[config.mk]
export PLATFORM = sky130hd
export DESIGN_NAME = thermal_video_packet_deframer_unit_flat
export DESIGN_NICKNAME = d
export VERILOG_FILES = /design/src/hw/rtl/tvpd_pkg.sv /design/src/hw/rtl/tvpd_in_if.sv /design/src/hw/rtl/tvpd_out_if.sv /design/src/hw/rtl/thermal_video_packet_deframer_unit.sv /design/src/flat_wrapper.sv
export VERILOG_INCLUDE_DIRS = /design/src /design/src/hw/rtl
export SDC_FILE = /design/constraint.sdc
export NUM_CORES = 1
export LEC_CHECK = 0
export CELL_PAD_IN_SITES_DETAIL_PLACEMENT = 1
export CELL_PAD_IN_SITES_GLOBAL_PLACEMENT = 2
export CORE_MARGIN = 2
export CORE_UTILIZATION = 35
export DETAILED_ROUTE_END_ITERATION = 6
export DONT_BUFFER_PORTS = 1
export HOLD_SLACK_MARGIN = 0.03
export PLACE_DENSITY_LB_ADDON = 0.1
export SYNTH_ARGS = -nofsm -noshare
export SYNTH_HDL_FRONTEND = slang
export SYNTH_SLANG_ARGS = --single-unit
[constraint.sdc]
create_clock -name i_clk -period 16.9 [get_ports i_clk]
set_clock_uncertainty 0.2 [all_clocks]
set_input_delay 1.69 -clock i_clk [delete_from_list [all_inputs] [get_ports i_clk]]
set_output_delay 1.69 -clock i_clk [all_outputs]
set_load 0.02 [all_outputs]
[src/hw/rtl/thermal_video_packet_deframer_unit_defines.svh]
// ----------------------------------------------------------------------------
// thermal video packet deframer: assertion macros
// shared concurrent assertion forms, sampled on the rising clock edge and
// disabled while the synchronous active-low reset is asserted
// ----------------------------------------------------------------------------
`ifndef THERMAL_VIDEO_PACKET_DEFRAMER_UNIT_DEFINES_SVH
`define THERMAL_VIDEO_PACKET_DEFRAMER_UNIT_DEFINES_SVH

// same-cycle implication
`define TVPD_ASSERT_IMPL(label, clk, rst_n, ante, cons) \
    label: assert property (@(posedge clk) disable iff (!(rst_n)) (ante) |-> (cons)) \
        else $error("tvpd assertion failed");

// next-cycle implication
`define TVPD_ASSERT_NEXT(label, clk, rst_n, ante, cons) \
    label: assert property (@(posedge clk) disable iff (!(rst_n)) (ante) |=> (cons)) \
        else $error("tvpd assertion failed");

`endif

[src/hw/rtl/tvpd_pkg.sv]
// ----------------------------------------------------------------------------
// tvpd_pkg
// types, widths and constants of the thermal video packet deframer
// ----------------------------------------------------------------------------
package tvpd_pkg;

    localparam int unsigned PACKET_BYTES_DEF      = 164;
    localparam int unsigned PIXELS_PER_PACKET_DEF = 80;

    localparam int unsigned BYTE_W    = 8;
    localparam int unsigned PKT_NUM_W = 6;
    localparam int unsigned COUNT_W   = 16;
    localparam int unsigned CFG_W     = 16;
    localparam int unsigned CFG_IDX_W = 2;
    localparam int unsigned EVT_W     = 2;
    localparam int unsigned INDEX_W   = 13;
    localparam int unsigned PIXEL_W   = 14;

    localparam logic [3:0]        DISCARD_NIBBLE = 4'hF;
    localparam logic [BYTE_W-1:0] PKT_NUM_NONE   = 8'hFF;
    localparam logic [BYTE_W-1:0] POS_HEADER     = 8'd0;
    localparam logic [BYTE_W-1:0] POS_PKT_NUM    = 8'd1;
    localparam int unsigned       POS_PIX_FIRST  = 4;

    localparam logic [COUNT_W-1:0]   SYNC_LIMIT_RST  = 16'd1000;
    localparam logic [COUNT_W-1:0]   RESET_LIMIT_RST = 16'd20000;
    localparam logic [PKT_NUM_W-1:0] PPF_RST         = 6'd60;

    typedef enum logic [1:0] {
        MODE_HEADER = 2'd0,
        MODE_SKIP   = 2'd1,
        MODE_PIXELS = 2'd2
    } t_mode;

    typedef enum logic [EVT_W-1:0] {
        EVT_PIXEL = 2'd0,
        EVT_SYNC  = 2'd1,
        EVT_RESET = 2'd2
    } t_event;

    typedef enum logic [CFG_IDX_W-1:0] {
        CFG_SYNC_LIMIT  = 2'd0,
        CFG_RESET_LIMIT = 2'd1,
        CFG_PPF         = 2'd2
    } t_cfg_idx;

    typedef struct packed {
        t_event               code;
        logic [INDEX_W-1:0]   index;
        logic [PIXEL_W-1:0]   value;
        logic                 done;
    } t_result;

endpackage

[src/hw/rtl/tvpd_in_if.sv]
// ----------------------------------------------------------------------------
// tvpd_in_if
// received byte channel: valid/ready with byte and packet start mark
// ----------------------------------------------------------------------------
interface tvpd_in_if import tvpd_pkg::*; ();

    logic              valid;
    logic              ready;
    logic [BYTE_W-1:0] rx_byte;
    logic              packet_start;

    modport source (output valid, output rx_byte, output packet_start, input ready);
    modport sink   (input valid, input rx_byte, input packet_start, output ready);

endinterface

[src/hw/rtl/tvpd_out_if.sv]
// ----------------------------------------------------------------------------
// tvpd_out_if
// result channel: valid/ready with event code, pixel index, value and frame end
// ----------------------------------------------------------------------------
interface tvpd_out_if import tvpd_pkg::*; ();

    logic               valid;
    logic               ready;
    logic [EVT_W-1:0]   event_code;
    logic [INDEX_W-1:0] pixel_index;
    logic [PIXEL_W-1:0] pixel_value;
    logic               frame_done;

    modport source (output valid, output event_code, output pixel_index,
                    output pixel_value, output frame_done, input ready);
    modport sink   (input valid, input event_code, input pixel_index,
                    input pixel_value, input frame_done, output ready);

endinterface

[src/hw/rtl/thermal_video_packet_deframer_unit.sv]
// ----------------------------------------------------------------------------
// thermal_video_packet_deframer_unit
// each result is registered in the output register, or in one skid register
// while the output holds a waiting result, so bytes keep flowing; throughput:
// one byte per cycle while the skid is empty, set by single-pass state update
// reset: synchronous active low, clears position, packet state, counter and
// output flags, and loads the register defaults
// ----------------------------------------------------------------------------
`include "thermal_video_packet_deframer_unit_defines.svh"

module thermal_video_packet_deframer_unit
    import tvpd_pkg::*;
#(
    parameter int unsigned PACKET_BYTES      = PACKET_BYTES_DEF,
    parameter int unsigned PIXELS_PER_PACKET = PIXELS_PER_PACKET_DEF
) (
    input  logic                 i_clk,
    input  logic                 i_rst_n,
    input  logic                 i_cfg_we,
    input  logic [CFG_IDX_W-1:0] i_cfg_idx,
    input  logic [CFG_W-1:0]     i_cfg_wdata,
    tvpd_in_if.sink              i_in,
    tvpd_out_if.source           o_out
);

    localparam logic [BYTE_W:0]   PKT_LEN   = (BYTE_W+1)'(PACKET_BYTES);
    localparam logic [BYTE_W:0]   PIX_FIRST = (BYTE_W+1)'(POS_PIX_FIRST);
    localparam logic [BYTE_W:0]   PIX_END   = (BYTE_W+1)'(POS_PIX_FIRST + 2 * PIXELS_PER_PACKET);
    localparam logic [BYTE_W-2:0] PIX_LAST  = (BYTE_W-1)'(PIXELS_PER_PACKET - 1);
    localparam logic [INDEX_W-1:0] PPP_MUL  = INDEX_W'(PIXELS_PER_PACKET);

    // configuration
    logic [COUNT_W-1:0]   r_sync_limit;
    logic [COUNT_W-1:0]   r_reset_limit;
    logic [PKT_NUM_W-1:0] r_ppf;

    // deframer state
    logic [BYTE_W-1:0]    r_byte_pos,  n_byte_pos;
    logic [PKT_NUM_W-1:0] r_expected,  n_expected;
    logic [COUNT_W-1:0]   r_count,     n_count;
    t_mode                r_mode,      n_mode;
    logic [BYTE_W-1:0]    r_hold,      n_hold;

    // output stage
    logic    r_out_valid;
    t_result r_out;
    logic    r_skid_valid;
    t_result r_skid;

    logic               w_accept;
    logic               w_out_fire;
    logic [BYTE_W-1:0]  w_pos;
    logic [BYTE_W:0]    w_pos_inc;
    logic [BYTE_W-1:0]  w_off;
    logic [BYTE_W-2:0]  w_idx;
    logic               w_in_window;
    logic               w_last_pix;
    logic               w_last_pkt;
    logic [COUNT_W-1:0] w_count_inc;
    logic [INDEX_W-1:0] w_base;
    logic               w_res_valid;
    t_result            w_res;

    assign i_in.ready = !r_skid_valid;
    assign w_accept   = i_in.valid && !r_skid_valid;
    assign w_out_fire = r_out_valid && o_out.ready;

    assign w_pos       = i_in.packet_start ? POS_HEADER : r_byte_pos;
    assign w_pos_inc   = {1'b0, w_pos} + (BYTE_W+1)'(1);
    assign w_off       = w_pos - BYTE_W'(POS_PIX_FIRST);
    assign w_idx       = w_off[BYTE_W-1:1];
    assign w_in_window = ({1'b0, w_pos} >= PIX_FIRST) && ({1'b0, w_pos} < PIX_END);
    assign w_last_pix  = (w_idx == PIX_LAST);
    assign w_last_pkt  = ({1'b0, r_expected} + (PKT_NUM_W+1)'(1)) == {1'b0, r_ppf};
    assign w_count_inc = (r_count != '1) ? r_count + COUNT_W'(1) : r_count;
    assign w_base      = INDEX_W'(r_expected) * PPP_MUL;

    always_comb begin
        n_byte_pos  = r_byte_pos;
        n_expected  = r_expected;
        n_count     = r_count;
        n_mode      = r_mode;
        n_hold      = r_hold;
        w_res_valid = 1'b0;
        w_res       = '0;
        if (w_accept) begin
            n_byte_pos = (w_pos_inc >= PKT_LEN) ? '0 : w_pos_inc[BYTE_W-1:0];
            if (w_pos == POS_HEADER) begin
                if (i_in.rx_byte[3:0] == DISCARD_NIBBLE) begin
                    n_count = w_count_inc;
                    n_mode  = MODE_SKIP;
                    if (w_count_inc > r_reset_limit) begin
                        w_res_valid = 1'b1;
                        w_res.code  = EVT_RESET;
                        n_expected  = '0;
                        n_count     = '0;
                    end
                end else begin
                    n_mode = MODE_HEADER;
                end
            end else if (w_pos == POS_PKT_NUM) begin
                if (r_mode == MODE_HEADER) begin
                    if (i_in.rx_byte >= BYTE_W'(r_ppf) && i_in.rx_byte != PKT_NUM_NONE) begin
                        n_count    = w_count_inc;
                        n_expected = '0;
                        n_mode     = MODE_SKIP;
                        if (w_count_inc > r_sync_limit) begin
                            w_res_valid = 1'b1;
                            w_res.code  = EVT_SYNC;
                        end
                    end else if (i_in.rx_byte == BYTE_W'(r_expected)) begin
                        n_mode = MODE_PIXELS;
                    end else begin
                        n_mode = MODE_SKIP;
                    end
                end
            end else if (r_mode == MODE_PIXELS && w_in_window) begin
                if (!w_off[0]) begin
                    n_hold = i_in.rx_byte;
                end else begin
                    w_res_valid = 1'b1;
                    w_res.code  = EVT_PIXEL;
                    w_res.index = w_base + INDEX_W'(w_idx);
                    w_res.value = {r_hold, i_in.rx_byte[BYTE_W-1:2]};
                    w_res.done  = w_last_pix && w_last_pkt;
                    if (w_last_pix) begin
                        n_mode = MODE_SKIP;
                        if (w_last_pkt) begin
                            n_expected = '0;
                            n_count    = '0;
                        end else begin
                            n_expected = r_expected + PKT_NUM_W'(1);
                        end
                    end
                end
            end
        end
    end

    always_ff @(posedge i_clk) begin
        if (!i_rst_n) begin
            r_sync_limit  <= SYNC_LIMIT_RST;
            r_reset_limit <= RESET_LIMIT_RST;
            r_ppf         <= PPF_RST;
        end else if (i_cfg_we) begin
            unique case (i_cfg_idx)
                CFG_SYNC_LIMIT:  r_sync_limit  <= i_cfg_wdata;
                CFG_RESET_LIMIT: r_reset_limit <= i_cfg_wdata;
                CFG_PPF:         r_ppf         <= i_cfg_wdata[PKT_NUM_W-1:0];
                default: ;
            endcase
        end
    end

    always_ff @(posedge i_clk) begin
        if (!i_rst_n) begin
            r_byte_pos <= '0;
            r_expected <= '0;
            r_count    <= '0;
            r_mode     <= MODE_HEADER;
            r_hold     <= '0;
        end else begin
            r_byte_pos <= n_byte_pos;
            r_expected <= n_expected;
            r_count    <= n_count;
            r_mode     <= n_mode;
            r_hold     <= n_hold;
        end
    end

    // output register with one skid entry
    always_ff @(posedge i_clk) begin
        if (!i_rst_n) begin
            r_out_valid  <= 1'b0;
            r_skid_valid <= 1'b0;
        end else if (r_skid_valid) begin
            if (w_out_fire) begin
                r_out        <= r_skid;
                r_skid_valid <= 1'b0;
            end
        end else if (w_res_valid) begin
            if (!r_out_valid || w_out_fire) begin
                r_out       <= w_res;
                r_out_valid <= 1'b1;
            end else begin
                r_skid       <= w_res;
                r_skid_valid <= 1'b1;
            end
        end else if (w_out_fire) begin
            r_out_valid <= 1'b0;
        end
    end

    assign o_out.valid       = r_out_valid;
    assign o_out.event_code  = r_out.code;
    assign o_out.pixel_index = r_out.index;
    assign o_out.pixel_value = r_out.value;
    assign o_out.frame_done  = r_out.done;

    `TVPD_ASSERT_IMPL(a_skid_behind_out, i_clk, i_rst_n, r_skid_valid, r_out_valid)
    `TVPD_ASSERT_IMPL(a_pos_in_packet, i_clk, i_rst_n, 1'b1, ({1'b0, r_byte_pos} < PKT_LEN))
    `TVPD_ASSERT_IMPL(a_event_no_payload, i_clk, i_rst_n,
        r_out_valid && r_out.code != EVT_PIXEL,
        r_out.index == '0 && r_out.value == '0 && !r_out.done)
    `TVPD_ASSERT_NEXT(a_reset_clears_count, i_clk, i_rst_n,
        w_res_valid && w_res.code == EVT_RESET, r_count == '0 && r_expected == '0)

endmodule

[src/flat_wrapper.sv]
// flat-port wrapper written by rule: the top's interface ports become plain ports
module thermal_video_packet_deframer_unit_flat import tvpd_pkg::*;
#(
    parameter int unsigned PACKET_BYTES      = PACKET_BYTES_DEF,
    parameter int unsigned PIXELS_PER_PACKET = PIXELS_PER_PACKET_DEF
)
  (i_clk, i_rst_n, i_cfg_we, i_cfg_idx, i_cfg_wdata, i_in_valid, i_in_rx_byte, i_in_packet_start, i_in_ready, o_out_valid, o_out_event_code, o_out_pixel_index, o_out_pixel_value, o_out_frame_done, o_out_ready);
  tvpd_in_if i_in_i ();
  tvpd_out_if o_out_i ();
  input  logic i_clk;
  input  logic i_rst_n;
  input  logic i_cfg_we;
  input  logic [CFG_IDX_W-1:0] i_cfg_idx;
  input  logic [CFG_W-1:0] i_cfg_wdata;
  input wire logic [$bits(i_in_i.valid)-1:0] i_in_valid;
  input wire logic [$bits(i_in_i.rx_byte)-1:0] i_in_rx_byte;
  input wire logic [$bits(i_in_i.packet_start)-1:0] i_in_packet_start;
  output wire logic [$bits(i_in_i.ready)-1:0] i_in_ready;
  output wire logic [$bits(o_out_i.valid)-1:0] o_out_valid;
  output wire logic [$bits(o_out_i.event_code)-1:0] o_out_event_code;
  output wire logic [$bits(o_out_i.pixel_index)-1:0] o_out_pixel_index;
  output wire logic [$bits(o_out_i.pixel_value)-1:0] o_out_pixel_value;
  output wire logic [$bits(o_out_i.frame_done)-1:0] o_out_frame_done;
  input wire logic [$bits(o_out_i.ready)-1:0] o_out_ready;
  assign i_in_i.valid = i_in_valid;
  assign i_in_i.rx_byte = i_in_rx_byte;
  assign i_in_i.packet_start = i_in_packet_start;
  assign i_in_ready = i_in_i.ready;
  assign o_out_valid = o_out_i.valid;
  assign o_out_event_code = o_out_i.event_code;
  assign o_out_pixel_index = o_out_i.pixel_index;
  assign o_out_pixel_value = o_out_i.pixel_value;
  assign o_out_frame_done = o_out_i.frame_done;
  assign o_out_i.ready = o_out_ready;
  thermal_video_packet_deframer_unit #(.PACKET_BYTES(PACKET_BYTES), .PIXELS_PER_PACKET(PIXELS_PER_PACKET)) u_core (.i_clk(i_clk), .i_rst_n(i_rst_n), .i_cfg_we(i_cfg_we), .i_cfg_idx(i_cfg_idx), .i_cfg_wdata(i_cfg_wdata), .i_in(i_in_i), .o_out(o_out_i));
endmodule
==> results of run 1 <==
[synth_stat cells (all sizes together), types with 4 or more instances]
cell	count	area, sq um
nand2	100	382.9
dfxtp	80	1602
edfxtp	60	1802
ha	58	725.7
a21oi	52	260.3
inv	52	195.2
nor2	46	175.2
a21o	42	315.3
o21ai	33	168.9
nand3	31	155.2
clkbuf	27	122.6
and3	25	156.4
xnor2	25	219.0
nand4	18	118.9
nor3	15	75.07
o211ai	15	112.6
xor2	14	122.6
a22o	10	87.58
mux2i	10	100.1
nor2b	10	62.56
a211oi	8	60.06
buf	7	43.79
nor4	7	58.81
o31ai	6	50.05
or3	6	38.79
a22oi	5	37.54
and2	5	32.53
nand2b	5	31.28
nand3b	5	37.54
o21a	5	37.54
or2	4	25.03
[layout by cell type (no fill, tap or decap), types with 17 or more instances in the layout]
cell | synthesis | final
nand2_1 | 99 | 99
a21o_1 | 42 | 42
clkbuf_16 | 0 | 17
nand3_1 | 31 | 31
xnor2_1 | 25 | 25
inv_1 | 52 | 52
o21ai_0 | 29 | 29
a21oi_1 | 52 | 52
ha_1 | 58 | 58
and3_1 | 25 | 25
edfxtp_1 | 60 | 60
dfxtp_1 | 80 | 80
nand4_1 | 17 | 17
nor2_1 | 45 | 44
[final cells by class]
| class | instances | area share (%) |
|---|---|---|
| clock buffers | 17 | 4.894 |
| clock inverters | 15 | 2.303 |
| inverters | 53 | 2.289 |
| multi-input cells | 600 | 46.81 |
| flip-flops and latches | 140 | 39.15 |
| well taps | 280 | 4.031 |
| repair buffers | 6 | 0.5182 |
[critical path, cell delays in order, from the launching register on]
cell	delay (ns)
dfxtp_1	0.43
and4_1	0.29
nand4_1	0.22
nor3_1	0.72
nor2_1	0.16
nand3_1	0.14
xnor2_1	0.19
ha_1	0.31
nand4_1	0.14
o41ai_1	0.12
or4_1	0.46
a21oi_1	0.31
o21ai_1	0.25
nor2_2	0.15
buf_4	0.38
[per-layer routing]
| metal | GRT usage (%) | share of wire (%) | vias to the layer above | wire length [um] |
|---|---|---|---|---|
| li1 | - | - | 2965 | - |
| met1 | 26.02 | 48 | 2980 | 10650 |
| met2 | 30.53 | 46 | 120 | 10110 |
| met3 | 4.423 | 4.3 | 27 | 938 |
| met4 | 5.461 | 1.6 | 0 | 355 |
| met5 | 0 | 0 | - | 0 |
[flip-flops by register name, summed over array words and instances, names as in the netlist]
name                      cells
u_core.o_out.pixel_index     13
u_core.r_mode                 2
u_core.r_reset_limit         16
u_core.r_sync_limit          16
u_core.r_skid                30
u_core.r_expected             6
u_core.o_out.valid            1
u_core.o_out.event_code       2
u_core.r_hold                 8
u_core.o_out.pixel_value     14
u_core.r_byte_pos             8
u_core.r_count               16
u_core.r_ppf                  6
u_core.r_skid_valid           1
u_core.o_out.frame_done       1
[cell families after synthesis]
group / share of synthesized area [%]
and+or+nand+nor: 18.82
adders and majority gates: 9.803
DFF: 43.57
buffers and inverters: 4.677
AOI/OAI and AO/OA: 17.48
muxes: 1.281
xor gates and xnor gates: 4.373
[path summary, 6_finish.rpt]
kind	start	endpoint	slack, ns	depth (start not counted)
worst min register to register	u_core.r_sync_limit[4]$_SDFFE_PN0P_	u_core.r_sync_limit[4]$_SDFFE_PN0P_	0.26	2
worst min-delay path	u_core.r_sync_limit[4]$_SDFFE_PN0P_	u_core.r_sync_limit[4]$_SDFFE_PN0P_	0.26	2
worst max-delay path	u_core.r_count[6]$_SDFFE_PN0P_	u_core.r_skid[22]$_DFFE_PP_	12.06	14
worst max register to register	u_core.r_count[6]$_SDFFE_PN0P_	u_core.r_skid[22]$_DFFE_PP_	12.06	14
[through the flow]
stage	utilization (%)	total power, uW	std cells	hold WS, ns
floorplan	-	399.6	827	0.2336
global placement	36.85	409.7	1079	0.2475
detailed placement	36.85	411.4	1079	0.2564
CTS	39.71	819.0	1111	0.2659
global route	39.71	840.6	1111	0.2836
finish	39.71	808.7	1111	0.2625
[where the power goes]
group,switching [uW],leakage [uW],internal (uW),total [uW]
Clock,166,0.000302,239,405
Sequential,4.27,0.00118,356,360
Combinational,29.6,0.00212,14.2,43.8
==> qor.yml, run 1 <==
clocking:
  root_buffer: "clkbuf_16"
  clk_path_buf_depth: 2
  cts_max_level: 4
  tritoncts: "done"
  postCtsSetupRepairBufs: 0
  cts_hold_buf: 0
  cts_sinks: 140
  cts.clk_slew.worst_paths_ns: 0.07
  insertion_delay_ns: 0.43
  cts_buffers: 17
  cts_resized: 0
global_routing:
  grt_max_degree: 45
  overflow: 0
  grt_pass1_vias: 6413
  track_usage_pct: 19.14
  antenna_found_initial: 0
  grt_pass1_wl_um: 35590
floorplanning:
  die_y_um: 153.4
  num_rows: 54
  start_util_pct: 35.68
  die_area_sq_mm: 0.02353
  core-area_sq_mm: 0.02189
  die_x_um: 153.4
  ioPinCount: 64
synth:
  postSynthAreaPerCell_sq_um: 9.445
  syn_nets: 919
  postSynthRegisterBits: 140
  synth_area_sq_mm: 0.007811
  synth-async-reset-ratio_pct: 0
  synth_cell_types: 74
  ys_seq_area_share_pct: 43.57
  synth_edf_count: 60
  synthFlopType: "dfxtp_1"
  synthCells: 827
  synth_warnings: 0
power_and_ir_drop:
  power_density_mw_per_mm2: 93.04
  peakVddDrop_v: 0.00005629
  p_leak_uw: 0.003601
cells_and_area:
  drive_gt1_share_pct: 7.341
  area_growth_pct: 11.28
  regArea_sq_mm: 0.003403
  antenna_cells: 0
  fillers: 2513
  multi_input_area_sq_mm: 0.004069
  design_area_sq_mm: 0.008692
  nNetsFinal: 910
timing:
  finalWorstSetupSlack_ns: 12.06
  setup-violations-final: 0
  fmax_mhz: 206.6
  finalMaxSlewViolations: 0
  rsz0062_at_grt: "no"
  fin_crit_sh_pct: 28.64
  worst_pin_slew_ns: 0.8827
  setup_tns_ns: 0
  hold_violations: 0
  slew_headroom_pct: 41.15
  period_needed_ns: 4.840
drt:
  vias: 6092
  drc: 1
  wire_per_inst_um: 19.85
  via_per_inst: 5.483
  first_pass_iters: 7
  ant_nets: 0
  drt_iter0_drc: 235
  totalWireLength_um: 22050
status:
  violations: "design-rule violations"
  status: "finished with violations"
hold_path:
  holdCritPathClass: "reg2reg"
placed_design:
  dp_hpwl_um: 16540
  dp_slack_ns: 11.95
  finalWeightedCongestion: 0.8436
  placed_cell_area_sq_mm: 0.008066
  numPortBuffers: 0
flow_run:
  drv_cap: 0
critical_path:
  critPathLaunchType: "flop"
  critPathMaxFanout: 30
  crit_arrival_ns: 4.71
  path_class: "reg2reg"
  endpoint_kind: "flop"
  required_ns: 16.77
Power figures use the tool's default switching activity.
==> inputs of run 2 (changes only) <==
==> constraint.sdc (replaced) <==
create_clock -name i_clk -period 4.5 [get_ports i_clk]
set_clock_uncertainty 0.2 [all_clocks]
set_input_delay 0.45 -clock i_clk [delete_from_list [all_inputs] [get_ports i_clk]]
set_output_delay 0.45 -clock i_clk [all_outputs]
set_load 0.02 [all_outputs]
==> run 2 against run 1 <==
Effect of this change: the run now ends clean; sequential share of layout area shrank 1.4 points; die area did not move; highest routed layer unchanged; non-clock buffer count increased by 31; clock power increased to 3.5 times the previous value; total power rose to 3.7 times the previous value; combinational power grew to 4.5 times the previous value; via count rose by 2.2%; fmax is 13% higher; count of clock-buffer cells in the layout unchanged; largest cell class unchanged; global-route usage up 0.94 points.
==> qor.yml, run 2 (synthesis gave the netlist of run 1 again) <==
cells_and_area:
  drive_gt1_share_pct: 8.121  # +0.78 points
  area_growth_pct: 15.54
  antenna_cells: 0  # unchanged
  fillers: 2528  # +0.60%
  final_cell_mix: "nand2_1 (99), dfxtp_1 (80), edfxtp_1 (60), ha_1 (58)"
  largest_reg_flops: 30  # unchanged
  layout_commonest_cell: "nand2_1"
  utilization_pct: 41.23  # +1.5 points
  instances_no_fill: 1142  # +2.8%
  largest_register: "u_core.r_skid"
  nNetsFinal: 941  # +3.4%
  design_area_sq_mm: 0.009025  # +3.8%
timing:
  fmax_mhz: 233.7  # +13%
  period_needed_ns: 4.280  # -0.5600 ns
  fin_crit_sh_pct: 95.11  # +66 points
  finalMaxSlewViolations: 0  # unchanged
  slew_headroom_pct: 43.99  # +2.8 points
  finalWorstSetupSlack_ns: 0.2201  # -11.84 ns
  worst_pin_slew_ns: 0.8401  # -0.04260 ns
  setup-violations-final: 0  # unchanged
  hold_violations: 0  # unchanged
clocking:
  postCtsSetupRepairBufs: 0  # unchanged
  cts_buffers: 17  # unchanged
  cts_sinks: 140  # unchanged
  tritoncts: "done"
  root_buffer: "clkbuf_16"
  insertion_delay_ns: 0.44  # about the same
  cts_max_level: 4  # unchanged
  clk_path_buf_depth: 2  # unchanged
  cts.clk_slew.worst_paths_ns: 0.07  # about the same
critical_path:
  crit_arrival_ns: 4.20  # -0.51 ns
  required_ns: 4.42  # -12.35 ns
  path_class: "reg2reg"
  worst-path-stages: 14  # unchanged
  path_cells: "and4_1 -> nand4_1 -> nor3_1 -> buf_4 -> nor3_1 -> xor2_1 -> ha_1 -> nand4_1 -> o41ai_1 -> or4_1 -> a21oi_1 -> o2bb2ai_1 -> o32ai_4 -> buf_12"
  reg2reg_depth: 14  # unchanged
  critPathMaxFanout: 30  # unchanged
  cpPeakStageDelay_ns: 0.43  # -0.29 ns
  critPathTopFamily: "simple AND/OR/NAND/NOR gates"
  critPathLaunchType: "flop"
  endpoint_kind: "flop"
  cp_slowest_cell: "dfxtp_1"
  cp_num_buf_inv: 2  # +1
power_and_ir_drop:
  peakVddDrop_v: 0.0002269  # +300%
  p_leak_uw: 0.003727  # +3.5%
  power_density_mw_per_mm2: 328.9  # +250%
floorplanning:
  start_util_pct: 35.68  # unchanged
  core-area_sq_mm: 0.02189  # unchanged
  num_rows: 54  # unchanged
  die_x_um: 153.4  # unchanged
  ioPinCount: 64  # unchanged
  die_area_sq_mm: 0.02353  # unchanged
  die_y_um: 153.4  # unchanged
hold_path:
  holdCritPathClass: "in2reg"
  hold_depth: 2  # unchanged
drt:
  vias: 6225  # +2.2%
  drt_iter0_drc: 258  # +9.8%
  totalWireLength_um: 22980  # +4.2%
  first_pass_iters: 4  # -3
  ant_nets: 0  # unchanged
  wire_per_inst_um: 20.12  # +1.4%
  drc: 0  # -1
  via_per_inst: 5.451  # -0.59%
flow_run:
  drv_cap: 0  # unchanged
placed_design:
  placed_cell_area_sq_mm: 0.008122  # +0.68%
  dp_slack_ns: 0.1824  # -11.77 ns
  finalWeightedCongestion: 0.8151  # -3.4%
  dp_hpwl_um: 16620  # +0.44%
  dpl.cell_count: 1083  # +0.37%
  numPortBuffers: 0  # unchanged
status:
  status: "finished clean"
global_routing:
  globalRouteMet1Util_pct: 23.02  # -3.0 points
  grt_max_degree: 49  # +8.9%
  top_usage_layer: "met2"
  grt_util_met3_pct: 3.544  # -0.88 points
  overflow: 0  # unchanged
  antenna_found_initial: 0  # unchanged
  met2_usage_pct: 37.44  # +6.9 points
  grt_pass1_wl_um: 36870  # +3.6%
  grt_pass1_vias: 6674  # +4.1%
  track_usage_pct: 20.08  # +0.94 points
==> run 2: cell count changes in the layout (fill, tap and decap cells not counted), moves of 2 or more <==
cell / before / now
dlygate4sd3_1: 0 / 26
clkinv_8: 0 / 5
inv_6: 7 / 3
buf_12: 0 / 3
bufinv_16: 3 / 0
buf_4: 6 / 8
==> run 2: worst reg2reg max path: stages, from the launching register on <==
cell and delay [ns]:
dfxtp_1 0.43, and4_1 0.30, nand4_1 0.24, nor3_1 0.26, buf_4 0.19, nor3_1 0.08, xor2_1 0.32, ha_1 0.32
nand4_1 0.15, o41ai_1 0.10, or4_1 0.42, a21oi_1 0.28, o2bb2ai_1 0.15, o32ai_4 0.25, buf_12 0.26
==> run 2: cell type report <==
| type | count | area (sq um) | share of cell area (%) |
|---|---|---|---|
| Multi-Input combinational cell | 600 | 4090 | 45.32 |
| Sequential cell | 140 | 3403 | 37.71 |
| Clock buffer | 17 | 425.4 | 4.714 |
| Timing Repair Buffer | 37 | 380.4 | 4.215 |
| Tap cell | 280 | 350.3 | 3.882 |
| Inverter | 53 | 198.9 | 2.204 |
| Clock inverter | 15 | 176.4 | 1.955 |
==> run 2: repair_timing <==
| action | CTS | global route |
|---|---|---|
| resized for setup | 0 | 4 |
| hold buffers | 27 | 0 |
| setup endpoints to repair | 0 | 72 |
| hold endpoints to repair | 54 | 0 |
==> run 2: path summary, 6_finish.rpt <==
kind	from	end	slack, ns
min reg2reg	u_core.r_sync_limit[14]$_SDFFE_PN0P_	u_core.r_sync_limit[14]$_SDFFE_PN0P_	0.26
max	u_core.r_count[7]$_SDFFE_PN0P_	u_core.o_out.pixel_value[10]$_DFFE_PP_	0.22
max reg2reg	u_core.r_count[7]$_SDFFE_PN0P_	u_core.o_out.pixel_value[10]$_DFFE_PP_	0.22
min	i_rst_n	u_core.r_skid_valid$_SDFF_PN0_	0.07
==> run 2: power by group <==
| group | switching (uW) | internal, uW | total (uW) | leakage, uW |
|---|---|---|---|---|
| Clock | 671 | 748 | 1420 | 0.000286 |
| Combinational | 124 | 73.7 | 198 | 0.00226 |
| Sequential | 15.6 | 1340 | 1350 | 0.00118 |
==> run 2: per-stage QoR <==
| step | TNS [ns] | power [uW] | hold WS (ns) |
|---|---|---|---|
| detailed placement | 0 | 1551 | 0.2522 |
| finish | 0 | 2968 | 0.06926 |
| global route | -1.057 | 3085 | 0.04470 |
| global placement | 0 | 1545 | 0.2440 |
| CTS | 0 | 3008 | 0.05196 |
| floorplan | 0 | 1502 | 0.2346 |
==> run 2: layer usage <==
metal,vias up,share of wire (%)
li1,3035,-
met1,3070,43
met2,88,52
met3,32,2.1
met4,0,2.7
met5,-,0
